<file path="src/sv/bgs_pkg.sv">
// shared types, constants and arithmetic helpers for the burgers godunov step block
`default_nettype none
package bgs_pkg;

    // payload and register widths
    localparam int DATA_W        = 16;
    localparam int CFG_W         = 16;
    localparam int GRID_CELLS    = 128;
    localparam int POS_W         = $clog2(GRID_CELLS);
    localparam int SQ_W          = 2 * DATA_W - 1;
    localparam int DIFF_W        = SQ_W + 1;
    localparam int PROD_W        = DIFF_W + CFG_W;
    localparam int ACC_W         = PROD_W + 1;
    localparam int FRAC_SHIFT    = 27;
    localparam int Q_W           = ACC_W - FRAC_SHIFT;
    localparam logic [CFG_W-1:0] COURANT_RESET = CFG_W'(16384);

    // controller states
    typedef enum logic [2:0] {
        ST_IDLE,
        ST_SQUARE,
        ST_FLUX,
        ST_MULT,
        ST_RESULT,
        ST_EMIT_PREV,
        ST_EMIT_LAST
    } t_state;

    // commands from controller to datapath
    typedef struct packed {
        logic load;
        logic square;
        logic flux;
        logic mult;
        logic result;
        logic out_valid;
        logic out_last;
    } t_dp_cmd;

    // status from datapath to controller, captured when an item is taken
    typedef struct packed {
        logic has_prev;
        logic last;
    } t_dp_status;

    // exact riemann flux for f = u*u/2, in units of 2^-21 (squares given)
    function automatic logic [SQ_W-1:0] riemann_flux(
        input logic signed [DATA_W-1:0] ul,
        input logic signed [DATA_W-1:0] ur,
        input logic [SQ_W-1:0]          fl,
        input logic [SQ_W-1:0]          fr
    );
        logic [SQ_W-1:0] f;
        if (ul >= ur) begin
            f = (fl > fr) ? fl : fr;
        end else if (ul <= 0 && ur >= 0) begin
            f = '0;
        end else begin
            f = (fl < fr) ? fl : fr;
        end
        return f;
    endfunction

    // clamp a wide signed value to the data range
    function automatic logic signed [DATA_W-1:0] saturate(
        input logic signed [Q_W-1:0] q
    );
        logic signed [DATA_W-1:0] r;
        if (&q[Q_W-1:DATA_W-1] || ~|q[Q_W-1:DATA_W-1]) begin
            r = q[DATA_W-1:0];
        end else if (q[Q_W-1]) begin
            r = {1'b1, {(DATA_W-1){1'b0}}};
        end else begin
            r = {1'b0, {(DATA_W-1){1'b1}}};
        end
        return r;
    endfunction

endpackage
`default_nettype wire

</file>
<file path="src/sv/bgs_ifs.sv">
// valid/ready channel interfaces for cell items in and updated cell items out
`default_nettype none
interface bgs_in_if;
    logic                                 valid;
    logic                                 ready;
    logic signed [bgs_pkg::DATA_W-1:0]    cell_value;
    logic                                 last_cell;

    modport source (output valid, output cell_value, output last_cell, input ready);
    modport sink   (input valid, input cell_value, input last_cell, output ready);
endinterface

interface bgs_out_if;
    logic                                 valid;
    logic                                 ready;
    logic signed [bgs_pkg::DATA_W-1:0]    new_value;
    logic                                 last_out;

    modport source (output valid, output new_value, output last_out, input ready);
    modport sink   (input valid, input new_value, input last_out, output ready);
endinterface
`default_nettype wire

</file>
<file path="src/sv/bgs_ctrl.sv">
// controller state machine sequencing square, flux, multiply, result and emit steps
`default_nettype none
module bgs_ctrl (
    input  wire logic                i_clk,
    input  wire logic                i_rst_n,
    input  wire logic                i_in_valid,
    output logic                     o_in_ready,
    input  wire logic                i_out_ready,
    input  wire bgs_pkg::t_dp_status i_status,
    output bgs_pkg::t_dp_cmd         o_cmd
);

    bgs_pkg::t_state r_state;
    bgs_pkg::t_state n_state;

    // state register
    always_ff @(posedge i_clk) begin
        if (!i_rst_n) begin
            r_state <= bgs_pkg::ST_IDLE;
        end else begin
            r_state <= n_state;
        end
    end

    // next state
    always_comb begin
        n_state = r_state;
        unique case (r_state)
            bgs_pkg::ST_IDLE: begin
                if (i_in_valid) n_state = bgs_pkg::ST_SQUARE;
            end
            bgs_pkg::ST_SQUARE: n_state = bgs_pkg::ST_FLUX;
            bgs_pkg::ST_FLUX:   n_state = bgs_pkg::ST_MULT;
            bgs_pkg::ST_MULT:   n_state = bgs_pkg::ST_RESULT;
            bgs_pkg::ST_RESULT: begin
                priority if (i_status.has_prev) n_state = bgs_pkg::ST_EMIT_PREV;
                else if (i_status.last)         n_state = bgs_pkg::ST_EMIT_LAST;
                else                            n_state = bgs_pkg::ST_IDLE;
            end
            bgs_pkg::ST_EMIT_PREV: begin
                if (i_out_ready) begin
                    n_state = i_status.last ? bgs_pkg::ST_EMIT_LAST : bgs_pkg::ST_IDLE;
                end
            end
            bgs_pkg::ST_EMIT_LAST: begin
                if (i_out_ready) n_state = bgs_pkg::ST_IDLE;
            end
            default: n_state = bgs_pkg::ST_IDLE;
        endcase
    end

    // command outputs
    always_comb begin
        o_cmd      = '0;
        o_in_ready = 1'b0;
        unique case (r_state)
            bgs_pkg::ST_IDLE: begin
                o_in_ready = 1'b1;
                o_cmd.load = i_in_valid;
            end
            bgs_pkg::ST_SQUARE: o_cmd.square = 1'b1;
            bgs_pkg::ST_FLUX:   o_cmd.flux   = 1'b1;
            bgs_pkg::ST_MULT:   o_cmd.mult   = 1'b1;
            bgs_pkg::ST_RESULT: o_cmd.result = 1'b1;
            bgs_pkg::ST_EMIT_PREV: o_cmd.out_valid = 1'b1;
            bgs_pkg::ST_EMIT_LAST: begin
                o_cmd.out_valid = 1'b1;
                o_cmd.out_last  = 1'b1;
            end
            default: o_cmd = '0;
        endcase
    end

endmodule
`default_nettype wire

</file>
<file path="src/sv/bgs_datapath.sv">
// datapath: cell window, squares, flux difference, courant product and rounding
`default_nettype none
module bgs_datapath (
    input  wire logic                              i_clk,
    input  wire logic                              i_rst_n,
    input  wire bgs_pkg::t_dp_cmd                  i_cmd,
    output bgs_pkg::t_dp_status                    o_status,
    input  wire logic                              i_cfg_wr_en,
    input  wire logic [bgs_pkg::CFG_W-1:0]         i_cfg_wr_data,
    input  wire logic signed [bgs_pkg::DATA_W-1:0] i_cell_value,
    input  wire logic                              i_last_cell,
    output logic signed [bgs_pkg::DATA_W-1:0]      o_new_value,
    output logic                                   o_last_out
);

    logic [bgs_pkg::CFG_W-1:0]         r_courant;
    logic signed [bgs_pkg::DATA_W-1:0] r_win0, r_win1, r_u, r_res;
    logic [bgs_pkg::SQ_W-1:0]          r_sq0, r_sq1, r_sq_u;
    logic [bgs_pkg::POS_W-1:0]         r_pos;
    logic                              r_has_prev, r_last, r_pass;
    logic signed [bgs_pkg::DIFF_W-1:0] r_diff;
    logic signed [bgs_pkg::PROD_W-1:0] r_prod;

    logic signed [2*bgs_pkg::DATA_W-1:0] w_sq;
    logic [bgs_pkg::SQ_W-1:0]            w_f_right, w_f_left;
    logic signed [bgs_pkg::PROD_W-1:0]   w_prod;
    logic signed [bgs_pkg::ACC_W-1:0]    w_acc;
    logic                                w_pos_end;

    // courant ratio register
    always_ff @(posedge i_clk) begin
        if (!i_rst_n) begin
            r_courant <= bgs_pkg::COURANT_RESET;
        end else if (i_cfg_wr_en) begin
            r_courant <= i_cfg_wr_data;
        end
    end

    // take an item and note where it sits in the grid
    assign w_pos_end = (r_pos == bgs_pkg::POS_W'(bgs_pkg::GRID_CELLS - 1));

    always_ff @(posedge i_clk) begin
        if (!i_rst_n) begin
            r_has_prev <= 1'b0;
            r_last     <= 1'b0;
            r_pass     <= 1'b0;
        end else if (i_cmd.load) begin
            r_has_prev <= (r_pos != '0);
            r_last     <= i_last_cell || w_pos_end;
            r_pass     <= (r_pos == bgs_pkg::POS_W'(1)) || (r_pos == bgs_pkg::POS_W'(2));
        end
    end

    always_ff @(posedge i_clk) begin
        if (i_cmd.load) r_u <= i_cell_value;
    end

    // square of the new cell, one multiplier
    assign w_sq = (2*bgs_pkg::DATA_W)'(r_u) * (2*bgs_pkg::DATA_W)'(r_u);

    always_ff @(posedge i_clk) begin
        if (i_cmd.square) r_sq_u <= w_sq[bgs_pkg::SQ_W-1:0];
    end

    // godunov fluxes at both faces of the center cell
    assign w_f_right = bgs_pkg::riemann_flux(r_win1, r_u, r_sq1, r_sq_u);
    assign w_f_left  = bgs_pkg::riemann_flux(r_win0, r_win1, r_sq0, r_sq1);

    always_ff @(posedge i_clk) begin
        if (i_cmd.flux) begin
            r_diff <= $signed({1'b0, w_f_right}) - $signed({1'b0, w_f_left});
        end
    end

    // flux difference times courant ratio
    assign w_prod = bgs_pkg::PROD_W'(r_diff)
                  * bgs_pkg::PROD_W'($signed({1'b0, r_courant}));

    always_ff @(posedge i_clk) begin
        if (i_cmd.mult) r_prod <= w_prod;
    end

    // u*2^27 - product, round half up at 2^-10, saturate
    assign w_acc = (bgs_pkg::ACC_W'(r_win1) <<< bgs_pkg::FRAC_SHIFT)
                 - bgs_pkg::ACC_W'(r_prod)
                 + (bgs_pkg::ACC_W'(1) <<< (bgs_pkg::FRAC_SHIFT - 1));

    always_ff @(posedge i_clk) begin
        if (i_cmd.result) begin
            r_res <= r_pass ? r_win1
                            : bgs_pkg::saturate(w_acc[bgs_pkg::ACC_W-1:bgs_pkg::FRAC_SHIFT]);
        end
    end

    // window, its squares and the position advance once the result is formed
    always_ff @(posedge i_clk) begin
        if (!i_rst_n) begin
            r_win0 <= '0;
            r_win1 <= '0;
            r_sq0  <= '0;
            r_sq1  <= '0;
            r_pos  <= '0;
        end else if (i_cmd.result) begin
            r_win0 <= r_win1;
            r_win1 <= r_u;
            r_sq0  <= r_sq1;
            r_sq1  <= r_sq_u;
            r_pos  <= r_last ? '0 : r_pos + bgs_pkg::POS_W'(1);
        end
    end

    // result select: previous cell, or the last cell passed through
    assign o_new_value = i_cmd.out_last ? r_u : r_res;
    assign o_last_out  = i_cmd.out_last;

    assign o_status.has_prev = r_has_prev;
    assign o_status.last     = r_last;

endmodule
`default_nettype wire

</file>
<file path="src/sv/burgers_godunov_stencil_step.sv">
// One cell item in at a time; the result for the previous cell follows the square, flux, multiply and result steps.
// An item gives no result (first cell), one, or two (last cell); it passes the single squarer, flux,
// multiply and rounding steps, and each result is held on the output until it is taken.
// Input is ready only while the controller is idle; output waits on ready without loss.
// Synchronous active-low reset clears the window, position and state, courant ratio to 0.25.
`default_nettype none
module burgers_godunov_stencil_step (
    input  wire logic                       i_clk,
    input  wire logic                       i_rst_n,
    input  wire logic                       i_cfg_wr_en,
    input  wire logic [bgs_pkg::CFG_W-1:0]  i_cfg_wr_data,
    bgs_in_if.sink                          i_in,
    bgs_out_if.source                       o_out
);

    bgs_pkg::t_dp_cmd    w_cmd;
    bgs_pkg::t_dp_status w_status;

    // sequencing
    bgs_ctrl u_ctrl (
        .i_clk       (i_clk),
        .i_rst_n     (i_rst_n),
        .i_in_valid  (i_in.valid),
        .o_in_ready  (i_in.ready),
        .i_out_ready (o_out.ready),
        .i_status    (w_status),
        .o_cmd       (w_cmd)
    );

    // arithmetic and window
    bgs_datapath u_datapath (
        .i_clk         (i_clk),
        .i_rst_n       (i_rst_n),
        .i_cmd         (w_cmd),
        .o_status      (w_status),
        .i_cfg_wr_en   (i_cfg_wr_en),
        .i_cfg_wr_data (i_cfg_wr_data),
        .i_cell_value  (i_in.cell_value),
        .i_last_cell   (i_in.last_cell),
        .o_new_value   (o_out.new_value),
        .o_last_out    (o_out.last_out)
    );

    assign o_out.valid = w_cmd.out_valid;

endmodule
`default_nettype wire

</file>
<file path="src/flat_wrapper.sv">
// flat-port wrapper written by rule: the top's interface ports become plain ports
module burgers_godunov_stencil_step_flat 
  (i_clk, i_rst_n, i_cfg_wr_en, i_cfg_wr_data, i_in_valid, i_in_cell_value, i_in_last_cell, i_in_ready, o_out_valid, o_out_new_value, o_out_last_out, o_out_ready);
  bgs_in_if i_in_i ();
  bgs_out_if o_out_i ();
  input  wire logic i_clk;
  input  wire logic i_rst_n;
  input  wire logic i_cfg_wr_en;
  input  wire logic [bgs_pkg::CFG_W-1:0] i_cfg_wr_data;
  input wire logic [$bits(i_in_i.valid)-1:0] i_in_valid;
  input wire logic [$bits(i_in_i.cell_value)-1:0] i_in_cell_value;
  input wire logic [$bits(i_in_i.last_cell)-1:0] i_in_last_cell;
  output wire logic [$bits(i_in_i.ready)-1:0] i_in_ready;
  output wire logic [$bits(o_out_i.valid)-1:0] o_out_valid;
  output wire logic [$bits(o_out_i.new_value)-1:0] o_out_new_value;
  output wire logic [$bits(o_out_i.last_out)-1:0] o_out_last_out;
  input wire logic [$bits(o_out_i.ready)-1:0] o_out_ready;
  assign i_in_i.valid = i_in_valid;
  assign i_in_i.cell_value = i_in_cell_value;
  assign i_in_i.last_cell = i_in_last_cell;
  assign i_in_ready = i_in_i.ready;
  assign o_out_valid = o_out_i.valid;
  assign o_out_new_value = o_out_i.new_value;
  assign o_out_last_out = o_out_i.last_out;
  assign o_out_i.ready = o_out_ready;
  burgers_godunov_stencil_step u_core (.i_clk(i_clk), .i_rst_n(i_rst_n), .i_cfg_wr_en(i_cfg_wr_en), .i_cfg_wr_data(i_cfg_wr_data), .i_in(i_in_i), .o_out(o_out_i));
endmodule
</file>
<file path="config.mk">
export PLATFORM = sky130hd
export DESIGN_NAME = burgers_godunov_stencil_step_flat
export DESIGN_NICKNAME = d
export VERILOG_FILES = /design/src/sv/bgs_pkg.sv /design/src/sv/bgs_ifs.sv /design/src/sv/bgs_ctrl.sv /design/src/sv/bgs_datapath.sv /design/src/sv/burgers_godunov_stencil_step.sv /design/src/flat_wrapper.sv
export SDC_FILE = /design/constraint.sdc
export NUM_CORES = 2
export LEC_CHECK = 0
export ABC_AREA = 1
export BUFFER_PORTS_ARGS = -buffer_cell sky130_fd_sc_hd__buf_2
export CAP_MARGIN = 5
export CORE_MARGIN = 2
export CORE_UTILIZATION = 42
export CTS_CLUSTER_SIZE = 28
export DETAILED_ROUTE_END_ITERATION = 8
export SLEW_MARGIN = 20
export SYNTH_ARGS = -nofsm -noshare
export SYNTH_HDL_FRONTEND = slang
export SYNTH_SLANG_ARGS = --single-unit
</file>
<file path="constraint.sdc">
create_clock -name i_clk -period 6.8 [get_ports i_clk]
set_input_delay 1.36 -clock i_clk [delete_from_list [all_inputs] [get_ports i_clk]]
set_output_delay 1.36 -clock i_clk [all_outputs]
set_load 0.02 [all_outputs]
</file>
==> flow_metrics.env <==
export IMPL_seq_area_frac_synth=0.151
export IMPL_critPathKind="flip-flop to flip-flop"
export IMPL_tightest_slew_ns=0.945
export IMPL_syn_area_um2=44400
export IMPL_die_h_um=329
export IMPL_layout_commonest_cell="inv_1"
export IMPL_place_congestion=0.923
export IMPL_numPlacedInstances=7070
export IMPL_htreeDepth=2
export IMPL_postCtsHoldBufs=0
export IMPL_initial_core_util=0.423
export IMPL_clk_pin_slew_worst_paths_ns=0.06
export IMPL_hp_class="flip-flop to flip-flop"
export IMPL_cp_endpoint="u_core.u_datapath.r_sq_u[16]$_DFFE_PP_"
export IMPL_synth_edff_count=142
export IMPL_slew_headroom=0.370
export IMPL_rr_worst_depth=19
export IMPL_vias=35938
export IMPL_grtUsageTotal=0.235
export IMPL_hold_viol_final=0
export IMPL_grt_pass1_vias=37507
export IMPL_endpoint_kind="flip-flop"
export IMPL_ant_nets=0
export IMPL_synthToLayoutAreaGrowth_pct=7.51
export IMPL_report_final_slew_viol_count=0
export IMPL_outcome="completed"
export IMPL_async_flop_share=0
export IMPL_grt_overflow_total=0
export IMPL_hold_ws_ns=0.483
export IMPL_avgSynthCellArea_um2=7.70
export IMPL_layout_drive_gt1_share=0.0451
export IMPL_synth_area_leaders="fa_1 (32%), inv_1 (13%), nand2_1 (12%)"
export IMPL_dpl_hpwl_mm=101
export IMPL_post_cts_setup_buffers=0
export IMPL_fin_skew_ns=0.0507
export IMPL_layout_common_cells="inv_1 (1496), nand2_1 (1370), fa_1 (714), ha_1 (343), a21oi_1 (290)"
export IMPL_fillers=10563
export IMPL_cts_root_buf="clkbuf_16"
export IMPL_cp_required_ns=7.14
export IMPL_rsz0062_at_grt="no"
export IMPL_clock_sinks=263
export IMPL_cp_start_kind="flip-flop"
export IMPL_ys_seq_elements=263
export IMPL_cp_startpoint="u_core.u_datapath.r_u[3]$_DFFE_PP_"
export IMPL_via_per_inst=5.03
export IMPL_portBuffers=56
export IMPL_clock_latency_ns=0.61
export IMPL_grt_pass1_wl_mm=201
export IMPL_grt_max_degree=81
export IMPL_r2r_setup_slack_ns=0.28
export IMPL_tns_ns=0
export IMPL_cts_buffers=38
export IMPL_die_w_um=329
export IMPL_r2r_end="u_core.u_datapath.r_sq_u[16]$_DFFE_PP_"
export IMPL_ys_flop_type="edfxtp_1"
export IMPL_setup_violations=0
export IMPL_cap_violations=0
export IMPL_fmax_mhz=153
export IMPL_cts_tree="yes"
export IMPL_finalCritPeriodShare=0.959
export IMPL_dr_pass1_iters=7
export IMPL_synth_top_area_frac=0.322
export IMPL_wl_per_cell_um=17.3
export IMPL_dieArea_um2=108000
export IMPL_yosys_area_top_type="fa_1"
export IMPL_reg2reg_from="u_core.u_datapath.r_u[3]$_DFFE_PP_"
export IMPL_rows=119
export IMPL_antenna_found_initial=3
export IMPL_io_pins=57
export IMPL_synth_warnings=0
export IMPL_ys_types=48
export IMPL_core_area_um2=105000
export IMPL_n_antenna_cell=0
export IMPL_post_cts_resized=0
export IMPL_worstPathMaxFanout=10
export IMPL_syn_instance_count=5760
export IMPL_clockBufferDepth=3
export IMPL_nets=6814
export IMPL_drt_initial_drc_count=2021
export IMPL_remaining_drc_errors=0
export IMPL_utilization=0.454
export IMPL_routed_wl_mm=123
export IMPL_crit_arrival_ns=6.87
export IMPL_fin_crit_ns=6.52
export IMPL_finalNonFillerCells=7138
==> through the flow <==
stage | instance area, um2 | setup WS [ns]
CTS | 47700 | 0.365
detailed placement | 46400 | 0.390
global route | 47700 | 0.0178
floorplan | 44400 | 0.745
finish | 47700 | 0.277
global placement | 46400 | 0.289
==> cell families (layout without fill, tap and decap cells) <==
| group | Yosys count | in the layout | share of synthesized area |
|---|---|---|---|
| and+or+nand+nor | 1895 | 1895 | 0.171 |
| xor gates and xnor gates | 139 | 139 | 0.0274 |
| DFF | 263 | 263 | 0.151 |
| adders and majority gates | 1057 | 1057 | 0.419 |
| other | 2 | 4 | 0.000169 |
| AOI/OAI and AO/OA | 653 | 653 | 0.0826 |
| buffers and inverters | 1751 | 1736 | 0.149 |
==> how the worst min path moves through the flow <==
stage / startpoint / to / cells past startpoint
after floorplan: u_core.u_datapath.r_win0[15]$_SDFFE_PN0P_ / u_core.u_datapath.r_win0[15]$_SDFFE_PN0P_ / 2
after global placement: u_core.u_datapath.r_win0[15]$_SDFFE_PN0P_ / u_core.u_datapath.r_win0[15]$_SDFFE_PN0P_ / 2
after detailed placement: u_core.u_datapath.r_win0[15]$_SDFFE_PN0P_ / u_core.u_datapath.r_win0[15]$_SDFFE_PN0P_ / 2
after CTS: u_core.u_datapath.r_win0[15]$_SDFFE_PN0P_ / u_core.u_datapath.r_win0[15]$_SDFFE_PN0P_ / 2
after global routing: u_core.u_datapath.r_sq0[18]$_SDFFE_PN0P_ / u_core.u_datapath.r_sq0[18]$_SDFFE_PN0P_ / 2
final: u_core.u_datapath.r_win0[15]$_SDFFE_PN0P_ / u_core.u_datapath.r_win0[15]$_SDFFE_PN0P_ / 2
==> state kept, by name (all words and copies together), names as in the netlist, 30 cells and up <==
register and count:
u_core.u_datapath.r_prod 48, u_core.u_datapath.r_diff 32, u_core.u_datapath.r_sq0 30, u_core.u_datapath.r_sq1 30
u_core.u_datapath.r_sq_u 30
==> worst max-delay path: stages (launching register included) <==
cell and delay, ns:
edfxtp_1 0.59, buf_4 0.28, nand2_1 0.12, inv_1 0.08, fa_1 0.51, inv_1 0.06
fa_1 0.46, fa_1 0.54, inv_1 0.05, fa_1 0.44, fa_1 0.51, inv_1 0.05
fa_1 0.48, inv_1 0.04, ha_1 0.37, a21oi_1 0.26, o21a_1 0.15, a21boi_0 0.51
o21ai_0 0.26, xor2_1 0.48
==> routing by layer <==
layer	wire (um)	up-vias	share of wire	global-route usage
met5	0	-	0	0
met4	5100	0	0.041	0.0937
met3	7300	242	0.059	0.0375
met2	60100	962	0.49	0.406
met1	50800	17579	0.41	0.295
li1	-	17155	-	-
==> layout make-up <==
type / instances / area, um2 / share of cell area
well taps: 1391 / 1740 / 0.0365
clock inverters: 22 / 265 / 0.00556
repair buffers: 169 / 1240 / 0.0261
clock buffers: 46 / 1000 / 0.0210
inverters: 1499 / 5630 / 0.118
multi-input cells: 3748 / 31100 / 0.653
flip-flops and latches: 263 / 6690 / 0.140
==> cells in the mapped netlist (7+ instances only) <==
cell,count
edfxtp_1,142
nand4_1,38
nor3_1,39
o21a_1,14
ha_1,343
clkbuf_1,235
buf_1,8
a21o_1,8
inv_1,1496
a211oi_1,7
buf_2,7
xnor2_1,62
nor2_2,8
o211ai_1,70
a21oi_1,291
a221oi_1,7
nand2_1,1374
nor2_1,219
o21bai_1,15
xor2_1,77
nand3_1,186
o21ai_0,209
dfxtp_1,121
a31oi_1,10
nor4_1,18
fa_1,714
Power is left out: the tool's default activity adds up to more than one toggle a clock period on the data nets, which glitch-free logic cannot reach.
